File: config.mk
export PLATFORM = sky130hd
export DESIGN_NAME = frame_rms_level_meter
export DESIGN_NICKNAME = d
export VERILOG_FILES = /design/src/rtl/frml_pkg.sv /design/src/rtl/frame_rms_level_meter.sv /design/src/rtl/frml_ctrl.sv /design/src/rtl/frml_datapath.sv
export SDC_FILE = /design/constraint.sdc
export NUM_CORES = 1
export LEC_CHECK = 0
export BUFFER_PORTS_ARGS = -buffer_cell sky130_fd_sc_hd__buf_2
export CAP_MARGIN = 25
export CORE_ASPECT_RATIO = 1.2
export CORE_MARGIN = 2
export CORE_UTILIZATION = 50
export DETAILED_ROUTE_END_ITERATION = 10
export PLACE_DENSITY = 0.66
export SLEW_MARGIN = 20
export SYNTH_ARGS = -nofsm -noshare
export SYNTH_HDL_FRONTEND = slang
export SYNTH_SLANG_ARGS = --single-unit
File: constraint.sdc
create_clock -name i_clk -period 10.7 [get_ports i_clk]
set_input_delay 2.675 -clock i_clk [delete_from_list [all_inputs] [get_ports i_clk]]
set_output_delay 2.675 -clock i_clk [all_outputs]
set_load 0.02 [all_outputs]
File: src/rtl/frml_pkg.sv
// ----------------------------------------------------------------------------
// frml_pkg: shared types and constants of the frame RMS level meter
// Command and status bundles between controller and datapath, controller
// states, configuration register indexes and fixed field widths.
// ----------------------------------------------------------------------------
package frml_pkg;

    // configuration port
    localparam int CFG_IDX_W = 2;
    localparam int CFG_W     = 13;
    localparam logic [CFG_IDX_W-1:0] REG_FRAME_LENGTH  = 2'd0;
    localparam logic [CFG_IDX_W-1:0] REG_PACKET_LENGTH = 2'd1;

    // reset values of the configuration registers
    localparam logic [CFG_W-1:0] FRAME_LENGTH_RST  = 13'd1024;
    localparam logic [CFG_W-1:0] PACKET_LENGTH_RST = 13'd60;

    // result field
    localparam int LEVEL_W = 16;

    // controller states
    typedef enum logic [2:0] {
        S_ACC,      // accumulating samples
        S_FINISH,   // fold last square into the sum, load divider
        S_DIV,      // restoring divide, one quotient bit per cycle
        S_SQ_LOAD,  // move quotient into the root unit
        S_SQRT,     // digit-by-digit root, one root bit per cycle
        S_OUT       // wait for the output register to be free
    } t_state;

    // controller -> datapath
    typedef struct packed {
        logic acc;       // sample transaction this cycle
        logic finish;    // close the frame
        logic div_step;  // one divide iteration
        logic sq_load;   // load the root unit
        logic sq_step;   // one root iteration
        logic out_load;  // write the result register
    } t_dp_cmd;

    // datapath -> controller
    typedef struct packed {
        logic close;      // the sample on the input closes the frame
        logic step_last;  // current iteration is the last of its phase
        logic out_free;   // result register can take a new result
    } t_dp_sts;

endpackage

File: src/rtl/frame_rms_level_meter.sv
// ----------------------------------------------------------------------------
// frame_rms_level_meter: frame RMS level meter
// Accumulates squares of signed PCM samples over a frame and emits
// floor(sqrt(floor(sum / count))) per frame, with a packet end flag.
//
//   channel   dir  handshake        payload
//   s_axis    in   tvalid/tready    tdata: sample
//   m_axis    out  tvalid/tready    tdata: rms_level, tlast: packet_end
//   cfg       in   i_cfg_we         i_cfg_idx, i_cfg_data
//
// Samples that do not close a frame are accepted back to back.
// The sample that closes a frame stalls the input through
// D = 2*SAMPLE_BITS-2+clog2(MAX_FRAME_LENGTH+1) divide iterations
// and R = ceil(D/2) root iterations of the bit-serial divider and root
// unit; a full result register holds the input until m_axis_tready.
// Reset is synchronous and active low.
// ----------------------------------------------------------------------------
module frame_rms_level_meter #(
    parameter int MAX_FRAME_LENGTH = 4096,
    parameter int SAMPLE_BITS      = 16
) (
    input  logic                                  i_clk,
    input  logic                                  i_rst_n,
    // configuration write port
    input  logic                                  i_cfg_we,
    input  logic [frml_pkg::CFG_IDX_W-1:0]        i_cfg_idx,
    input  logic [frml_pkg::CFG_W-1:0]            i_cfg_data,
    // sample stream
    input  logic                                  s_axis_tvalid,
    output logic                                  s_axis_tready,
    input  logic [((SAMPLE_BITS+7)/8)*8-1:0]      s_axis_tdata,   // sample
    // result stream
    output logic                                  m_axis_tvalid,
    input  logic                                  m_axis_tready,
    output logic [frml_pkg::LEVEL_W-1:0]          m_axis_tdata,   // rms_level
    output logic                                  m_axis_tlast    // packet_end
);
    import frml_pkg::*;

    t_dp_cmd cmd;
    t_dp_sts sts;

    // sequencer
    frml_ctrl u_ctrl (
        .i_clk        (i_clk),
        .i_rst_n      (i_rst_n),
        .i_sample_vld (s_axis_tvalid),
        .o_sample_rdy (s_axis_tready),
        .i_sts        (sts),
        .o_cmd        (cmd)
    );

    // arithmetic and result register
    frml_datapath #(
        .MAX_FRAME_LENGTH (MAX_FRAME_LENGTH),
        .SAMPLE_BITS      (SAMPLE_BITS)
    ) u_datapath (
        .i_clk        (i_clk),
        .i_rst_n      (i_rst_n),
        .i_cfg_we     (i_cfg_we),
        .i_cfg_idx    (i_cfg_idx),
        .i_cfg_data   (i_cfg_data),
        .i_sample     (s_axis_tdata[SAMPLE_BITS-1:0]),
        .i_cmd        (cmd),
        .o_sts        (sts),
        .i_out_rdy    (m_axis_tready),
        .o_out_vld    (m_axis_tvalid),
        .o_level      (m_axis_tdata),
        .o_packet_end (m_axis_tlast)
    );

endmodule

File: src/rtl/frml_ctrl.sv
// ----------------------------------------------------------------------------
// frml_ctrl: sequencer of the frame RMS level meter
// Accepts samples while accumulating, then walks the divide and root
// iterations and hands the finished level to the result register.
// ----------------------------------------------------------------------------
module frml_ctrl (
    input  logic              i_clk,
    input  logic              i_rst_n,
    input  logic              i_sample_vld,
    output logic              o_sample_rdy,
    input  frml_pkg::t_dp_sts i_sts,
    output frml_pkg::t_dp_cmd o_cmd
);
    import frml_pkg::*;

    t_state r_state;
    t_state n_state;

    // state register
    always_ff @(posedge i_clk) begin
        if (!i_rst_n) begin
            r_state <= S_ACC;
        end else begin
            r_state <= n_state;
        end
    end

    // next state and commands
    always_comb begin
        n_state      = r_state;
        o_cmd        = '0;
        o_sample_rdy = 1'b0;
        unique case (r_state)
            S_ACC: begin
                o_sample_rdy = 1'b1;
                o_cmd.acc    = i_sample_vld;
                if (i_sample_vld && i_sts.close) begin
                    n_state = S_FINISH;
                end
            end
            S_FINISH: begin
                o_cmd.finish = 1'b1;
                n_state      = S_DIV;
            end
            S_DIV: begin
                o_cmd.div_step = 1'b1;
                if (i_sts.step_last) begin
                    n_state = S_SQ_LOAD;
                end
            end
            S_SQ_LOAD: begin
                o_cmd.sq_load = 1'b1;
                n_state       = S_SQRT;
            end
            S_SQRT: begin
                o_cmd.sq_step = 1'b1;
                if (i_sts.step_last) begin
                    n_state = S_OUT;
                end
            end
            S_OUT: begin
                if (i_sts.out_free) begin
                    o_cmd.out_load = 1'b1;
                    n_state        = S_ACC;
                end
            end
            default: begin
                n_state = S_ACC;
            end
        endcase
    end

endmodule

File: src/rtl/frml_datapath.sv
// ----------------------------------------------------------------------------
// frml_datapath: arithmetic of the frame RMS level meter
// Square and accumulate, frame and packet counters, a bit-serial restoring
// divider, a bit-serial integer square root and the result register.
// ----------------------------------------------------------------------------
module frml_datapath #(
    parameter int MAX_FRAME_LENGTH = 4096,
    parameter int SAMPLE_BITS      = 16
) (
    input  logic                            i_clk,
    input  logic                            i_rst_n,
    input  logic                            i_cfg_we,
    input  logic [frml_pkg::CFG_IDX_W-1:0]  i_cfg_idx,
    input  logic [frml_pkg::CFG_W-1:0]      i_cfg_data,
    input  logic [SAMPLE_BITS-1:0]          i_sample,
    input  frml_pkg::t_dp_cmd               i_cmd,
    output frml_pkg::t_dp_sts               o_sts,
    input  logic                            i_out_rdy,
    output logic                            o_out_vld,
    output logic [frml_pkg::LEVEL_W-1:0]    o_level,
    output logic                            o_packet_end
);
    import frml_pkg::*;

    localparam int CNT_W  = $clog2(MAX_FRAME_LENGTH + 1);
    localparam int LEN_W  = (CNT_W > CFG_W) ? CNT_W : CFG_W;
    localparam int SUM_W  = 2 * SAMPLE_BITS - 2 + CNT_W;
    localparam int RAD_W  = SUM_W + (SUM_W % 2);
    localparam int RT_W   = RAD_W / 2;
    localparam int STEP_W = $clog2(SUM_W);
    localparam logic [STEP_W-1:0] DIV_LAST = STEP_W'(SUM_W - 1);
    localparam logic [STEP_W-1:0] SQ_LAST  = STEP_W'(RT_W - 1);
    localparam logic [LEN_W-1:0]  LEN_MAX  = LEN_W'(MAX_FRAME_LENGTH);

    // configuration registers
    logic [CFG_W-1:0] r_frame_len;
    logic [CFG_W-1:0] r_packet_len;

    always_ff @(posedge i_clk) begin
        if (!i_rst_n) begin
            r_frame_len  <= FRAME_LENGTH_RST;
            r_packet_len <= PACKET_LENGTH_RST;
        end else if (i_cfg_we) begin
            if (i_cfg_idx == REG_FRAME_LENGTH) begin
                r_frame_len <= i_cfg_data;
            end
            if (i_cfg_idx == REG_PACKET_LENGTH) begin
                r_packet_len <= i_cfg_data;
            end
        end
    end

    // magnitude and square of the sample; the most negative code maps to 2^(n-1)
    logic [SAMPLE_BITS-1:0]   mag;
    logic [2*SAMPLE_BITS-1:0] square;

    assign mag    = i_sample[SAMPLE_BITS-1] ? (~i_sample + 1'b1) : i_sample;
    assign square = mag * mag;

    // effective frame length: zero acts as one, saturate at the maximum
    logic [LEN_W-1:0] len_raw;
    logic [LEN_W-1:0] len_eff;
    logic [LEN_W-1:0] cnt_inc;
    logic [CNT_W-1:0] r_count;

    assign len_raw = LEN_W'(r_frame_len);

    always_comb begin
        priority if (len_raw == '0) begin
            len_eff = LEN_W'(1);
        end else if (len_raw > LEN_MAX) begin
            len_eff = LEN_MAX;
        end else begin
            len_eff = len_raw;
        end
    end

    assign cnt_inc     = LEN_W'(r_count) + LEN_W'(1);
    assign o_sts.close = (cnt_inc >= len_eff);

    // square register, sum and frame count
    logic [SUM_W-1:0] r_sq;
    logic [SUM_W-1:0] r_sum;

    always_ff @(posedge i_clk) begin
        if (!i_rst_n) begin
            r_sq    <= '0;
            r_sum   <= '0;
            r_count <= '0;
        end else begin
            r_sq <= i_cmd.acc ? SUM_W'(square) : '0;
            if (i_cmd.finish) begin
                r_sum <= '0;
            end else begin
                r_sum <= r_sum + r_sq;
            end
            if (i_cmd.acc) begin
                r_count <= o_sts.close ? '0 : cnt_inc[CNT_W-1:0];
            end
        end
    end

    // shared iteration counter
    logic [STEP_W-1:0] r_step;

    always_ff @(posedge i_clk) begin
        if (!i_rst_n) begin
            r_step <= '0;
        end else if (i_cmd.finish || i_cmd.sq_load) begin
            r_step <= '0;
        end else if (i_cmd.div_step || i_cmd.sq_step) begin
            r_step <= r_step + 1'b1;
        end
    end

    assign o_sts.step_last = (i_cmd.div_step && (r_step == DIV_LAST)) ||
                             (i_cmd.sq_step  && (r_step == SQ_LAST));

    // restoring divider: sum / sample count, quotient shifts in at the bottom
    logic [SUM_W-1:0] r_quo;
    logic [CNT_W-1:0] r_rem;
    logic [CNT_W-1:0] r_div;
    logic [CNT_W:0]   div_sh;
    logic [CNT_W:0]   div_diff;
    logic             div_ge;

    assign div_sh   = {r_rem, r_quo[SUM_W-1]};
    assign div_ge   = (div_sh >= {1'b0, r_div});
    assign div_diff = div_sh - {1'b0, r_div};

    always_ff @(posedge i_clk) begin
        if (i_cmd.acc && o_sts.close) begin
            r_div <= cnt_inc[CNT_W-1:0];
        end
        if (i_cmd.finish) begin
            r_quo <= r_sum + r_sq;
            r_rem <= '0;
        end else if (i_cmd.div_step) begin
            r_quo <= {r_quo[SUM_W-2:0], div_ge};
            r_rem <= div_ge ? div_diff[CNT_W-1:0] : div_sh[CNT_W-1:0];
        end
    end

    // digit-by-digit square root, two radicand bits per iteration
    logic [RAD_W-1:0] r_rad;
    logic [RT_W-1:0]  r_root;
    logic [RT_W:0]    r_sq_rem;
    logic [RT_W+2:0]  sq_sh;
    logic [RT_W+2:0]  sq_trial;
    logic [RT_W+2:0]  sq_diff;
    logic             sq_ge;

    assign sq_sh    = {r_sq_rem, r_rad[RAD_W-1 -: 2]};
    assign sq_trial = {1'b0, r_root, 2'b01};
    assign sq_ge    = (sq_sh >= sq_trial);
    assign sq_diff  = sq_sh - sq_trial;

    always_ff @(posedge i_clk) begin
        if (i_cmd.sq_load) begin
            r_rad    <= RAD_W'(r_quo);
            r_root   <= '0;
            r_sq_rem <= '0;
        end else if (i_cmd.sq_step) begin
            r_rad    <= {r_rad[RAD_W-3:0], 2'b00};
            r_root   <= {r_root[RT_W-2:0], sq_ge};
            r_sq_rem <= sq_ge ? sq_diff[RT_W:0] : sq_sh[RT_W:0];
        end
    end

    // packet counter and result register
    logic [CFG_W-1:0]        r_pkt_count;
    logic [CFG_W:0]          pkt_inc;
    logic                    pkt_end;
    logic [RT_W+LEVEL_W-1:0] root_ext;
    logic                    r_out_vld;
    logic [LEVEL_W-1:0]      r_level;
    logic                    r_last;

    assign pkt_inc  = {1'b0, r_pkt_count} + 1'b1;
    assign pkt_end  = (pkt_inc >= {1'b0, r_packet_len});
    assign root_ext = {{LEVEL_W{1'b0}}, r_root};

    always_ff @(posedge i_clk) begin
        if (!i_rst_n) begin
            r_pkt_count <= '0;
            r_out_vld   <= 1'b0;
        end else begin
            if (i_cmd.out_load) begin
                r_pkt_count <= pkt_end ? '0 : pkt_inc[CFG_W-1:0];
                r_out_vld   <= 1'b1;
            end else if (i_out_rdy) begin
                r_out_vld <= 1'b0;
            end
        end
    end

    always_ff @(posedge i_clk) begin
        if (i_cmd.out_load) begin
            r_level <= root_ext[LEVEL_W-1:0];
            r_last  <= pkt_end;
        end
    end

    assign o_sts.out_free = !r_out_vld || i_out_rdy;
    assign o_out_vld      = r_out_vld;
    assign o_level        = r_level;
    assign o_packet_end   = r_last;

    // checks
    a_count_below_max: assert property (@(posedge i_clk) disable iff (!i_rst_n)
        r_count < CNT_W'(MAX_FRAME_LENGTH))
        else $error("frame count reached the maximum frame length");

    a_div_rem_bound: assert property (@(posedge i_clk) disable iff (!i_rst_n)
        i_cmd.div_step |-> (r_rem < r_div))
        else $error("divider remainder not below divisor");

    a_root_rem_bound: assert property (@(posedge i_clk) disable iff (!i_rst_n)
        i_cmd.sq_step |-> (r_sq_rem <= {r_root, 1'b0}))
        else $error("root remainder above twice the partial root");

    a_no_overwrite: assert property (@(posedge i_clk) disable iff (!i_rst_n)
        i_cmd.out_load |-> (!r_out_vld || i_out_rdy))
        else $error("pending result overwritten");

endmodule
==> metrics.csv <==
stage,metric,value,unit
run_status,status,"complete, no violations",
synth,synthesized area per cell,8.84,um^2
setup_path,Top Family by Delay on Critical Path,adder cells,
pwr,PwrDens,340,nW/um^2
timing,post-route setup slack,0.598,ns
synth,Post-synth top flop,dfxtp_1,
setup_path,crit path from,s_axis_tdata[6],
setup_path,crit path launch type,input port,
setup_path,Worst Setup EP,u_datapath.r_sq[29]$_SDFF_PN0_,
synth,Seq cells post-synth,311,
timing,minimum clock period,10.10,ns
synth,Netlist cell types,69,
floorplanning,die height,238,um
floorplanning,core box area,45100,um^2
routing,Detailed Route WL,48800,um
global_route,initial antenna violation count,0,
synth,Mapped Area,22900,um^2
global_route,first-pass GRT wire length,84200,um
cts,clk root buf,clkbuf_16,
setup_path,Worst Path Required,11.10,ns
cts,Post-CTS Setup Bufs,0,
global_route,total grt overflow,0,
cts,H-tree depth,1,
layout,ant diodes,0,
floorplanning,die width,199,um
routing,drt wl/cell,15.0,um
setup_path,Buffers & Inverters on Critical Path,6,
setup_path,worst reg2reg path depth,15,
run,Max-cap violations,0,
pwr,Max IR drop VDD,0.330,mV
synth,register area share after synthesis,32.2,%
place,HPWL Detailed,37800,um
timing,FMAX,99.0,MHz
synth,Post-synth ARST share,0,%
global_route,Tot GR Track Use,21.4,%
setup_path,Crit path top cell by count,fa_1,
setup_path,Setup CP Type,in2reg,
setup_path,reg2reg setup slack,6.87,ns
cts,clock latency on the worst-skew pair,0.55,ns
routing,routed vias,17400,
synth,"count leader, synth",nand2_1,
setup_path,reg-to-reg endpoint,u_ctrl.r_state[2]$_SDFFE_PN0P_,
synth,Ys Warns,0,
place,routability cong.,0.883,
cts,clk sinks,311,
global_route,vias in the first global route,17900,
floorplanning,IO Count,55,
routing,vias per inst,5.35,
layout,Layout area overhead,8.60,%
setup_path,crit path DAT,10.51,ns
synth,post-synth top area cell,dfxtp_1,
routing,post-route ant nets,0,
timing,slew at the pin closest to its max-slew limit,0.938,ns
routing,initial DRC count,770,
cts,Clock transition at path regs,0.06,ns
setup_path,critical path depth,27,
timing,final hold violation count,0,
layout,count of nets after finishing,3018,
global_route,largest net degree at the start of global routing,88,
synth,Synth Instances,2591,
setup_path,Critical-path top delay cell,or4_4,
place,Post-Place Setup Slack,-0.0262,ns
setup_path,critical path peak fanout,6,
cts,cts bufs inserted,29,
timing,Slew Limit Fails,0,
synth,post-synth top area share,17.0,%
floorplanning,initial cell density of the core,50.8,%
cts,cts repair resizes,0,
cts,Clock Path Buffers,3,
setup_path,Reg-to-Reg Start,u_datapath.r_count[0]$_SDFFE_PN0P_,
routing,First-pass DRT Iterations,5,
synth,Post-synth EDFFs,116,
floorplanning,Die ar.,47600,um^2
routing,DRC viols,0,
timing,clock skew,0.0160,ns
timing,Hold WS,0.460,ns
timing,Final Cycle Share,94.4,%
worst_hold_path,hold crit path type,reg2reg,
setup_path,CP peak stage delay,0.54,ns
pwr,Pleak,11.4,nW
timing,RSZ-0062 raised after global routing,false,
floorplanning,row count,85,
layout,layout cells sized above 1,6.13,%
timing,# setup viols final,0,
setup_path,Crit. End Element,register,
synth,synth top area cells,"dfxtp_1 17%, edfxtp_1 15%, fa_1 14%",
place,port bufs,54,
synth,Post-synth top cells,"420 x nand2_1, 296 x inv_1, 198 x ha_1",
cts,CTS Hold Bufs,0,
cts,CTS tree,yes,
timing,Slew HR,37.2,%
==> worst register-to-register path, cell delays in order (launching register included) <==
cell	delay, ns
dfxtp_1	0.40
ha_1	0.26
and3_1	0.28
and3_1	0.28
and3_1	0.26
nand3_1	0.11
xnor2_1	0.41
ha_1	0.33
nand4_1	0.10
inv_1	0.06
a21oi_1	0.13
o211ai_1	0.12
buf_4	0.22
o41ai_1	0.49
mux2i_1	0.24
nor2b_1	0.06
==> registers in the layout, summed over array words and instances (netlist names) <==
| name | count |
|---|---|
| u_ctrl.r_state | 3 |
| u_datapath.len_raw | 13 |
| u_datapath.o_level | 16 |
| u_datapath.o_out_vld | 1 |
| u_datapath.o_packet_end | 1 |
| u_datapath.r_count | 13 |
| u_datapath.r_div | 13 |
| u_datapath.r_packet_len | 13 |
| u_datapath.r_pkt_count | 13 |
| u_datapath.r_quo | 43 |
| u_datapath.r_rad | 44 |
| u_datapath.r_rem | 13 |
| u_datapath.r_root | 22 |
| u_datapath.r_sq | 31 |
| u_datapath.r_sq_rem | 23 |
| u_datapath.r_step | 6 |
| u_datapath.r_sum | 43 |
==> per-layer routing <==
layer	GRT usage (%)	vias to the layer above	wire, um
met5	0	-	0
li1	-	8677	-
met2	39.7	316	24800
met3	1.78	99	1620
met4	7.14	0	1540
met1	25.8	8299	20800
==> how the worst min path moves through the flow <==
stage,startpoint,cells past startpoint,to
CTS,u_datapath.len_raw[0]$_SDFFE_PN0P_,2,u_datapath.len_raw[0]$_SDFFE_PN0P_
detailed placement,u_datapath.len_raw[0]$_SDFFE_PN0P_,2,u_datapath.len_raw[0]$_SDFFE_PN0P_
global route,u_datapath.len_raw[0]$_SDFFE_PN0P_,2,u_datapath.len_raw[0]$_SDFFE_PN0P_
floorplan,u_datapath.len_raw[0]$_SDFFE_PN0P_,2,u_datapath.len_raw[0]$_SDFFE_PN0P_
finish,u_datapath.r_root[21]$_SDFFE_PP0P_,2,u_datapath.r_root[21]$_SDFFE_PP0P_
global placement,u_datapath.r_root[21]$_SDFFE_PP0P_,2,u_datapath.r_root[21]$_SDFFE_PP0P_
==> cell usage in the layout, fill, tap and decap left out, types with 14 or more instances in the layout <==
| cell type | Yosys | layout |
|---|---|---|
| a21boi_0 | 23 | 23 |
| a21o_1 | 47 | 47 |
| a21oi_1 | 176 | 176 |
| a31oi_1 | 16 | 16 |
| and3_1 | 29 | 29 |
| buf_2 | 0 | 54 |
| buf_4 | 1 | 31 |
| clkbuf_16 | 0 | 31 |
| dfxtp_1 | 195 | 195 |
| edfxtp_1 | 116 | 116 |
| fa_1 | 165 | 165 |
| ha_1 | 198 | 198 |
| inv_1 | 296 | 295 |
| mux2i_1 | 15 | 15 |
| nand2_1 | 420 | 419 |
| nand2b_1 | 15 | 15 |
| nand3_1 | 39 | 39 |
| nand4_1 | 21 | 21 |
| nor2_1 | 195 | 195 |
| nor2b_1 | 25 | 25 |
| nor3_1 | 29 | 29 |
| o21a_1 | 14 | 14 |
| o21ai_0 | 151 | 151 |
| xnor2_1 | 79 | 79 |
| xor2_1 | 55 | 55 |
==> cells by family (layout without fill, tap and decap cells) <==
family	after synthesis	count (layout)	share of synthesized area, %
buffers and inverters	402	443	6.60
XOR/XNOR	136	136	5.26
other	2	11	0.0328
AND/OR/NAND/NOR	846	846	16.4
adder cells (fa/ha/maj)	363	363	25.2
flip-flops	311	311	32.2
AO/OA/AOI/OAI	515	515	13.5
multiplexers	16	16	0.704
==> where the power goes <==
| group | internal, mW | switching [mW] | total (mW) |
|---|---|---|---|
| Sequential | 1.36 | 0.0558 | 1.41 |
| Clock | 0.639 | 0.451 | 1.09 |
| Combinational | 2.55 | 3.41 | 5.97 |
| Total | 4.55 | 3.92 | 8.47 |
==> metrics by stage <==
stage	setup TNS, ns	util [%]	area, um^2	cells	power [mW]
after floorplan	0	-	22900	2600	6.19
after global placement	0	52.9	23900	3196	7.20
after detailed placement	-0.0262	52.9	23900	3196	7.40
after CTS	0	55.1	24900	3249	8.54
after global routing	0	55.2	24900	3250	9.49
final	0	55.2	24900	3250	8.47
==> final cells by class <==
class	instances	area, um^2
fill	4206	20200
multi-input combinational	1887	14100
sequential	311	7390
inverter	304	1140
clock buffer	37	818
tap	609	762
timing repair buffer	86	518
clock inverter	16	190
Note: power is estimated with default switching activity, not from simulation.
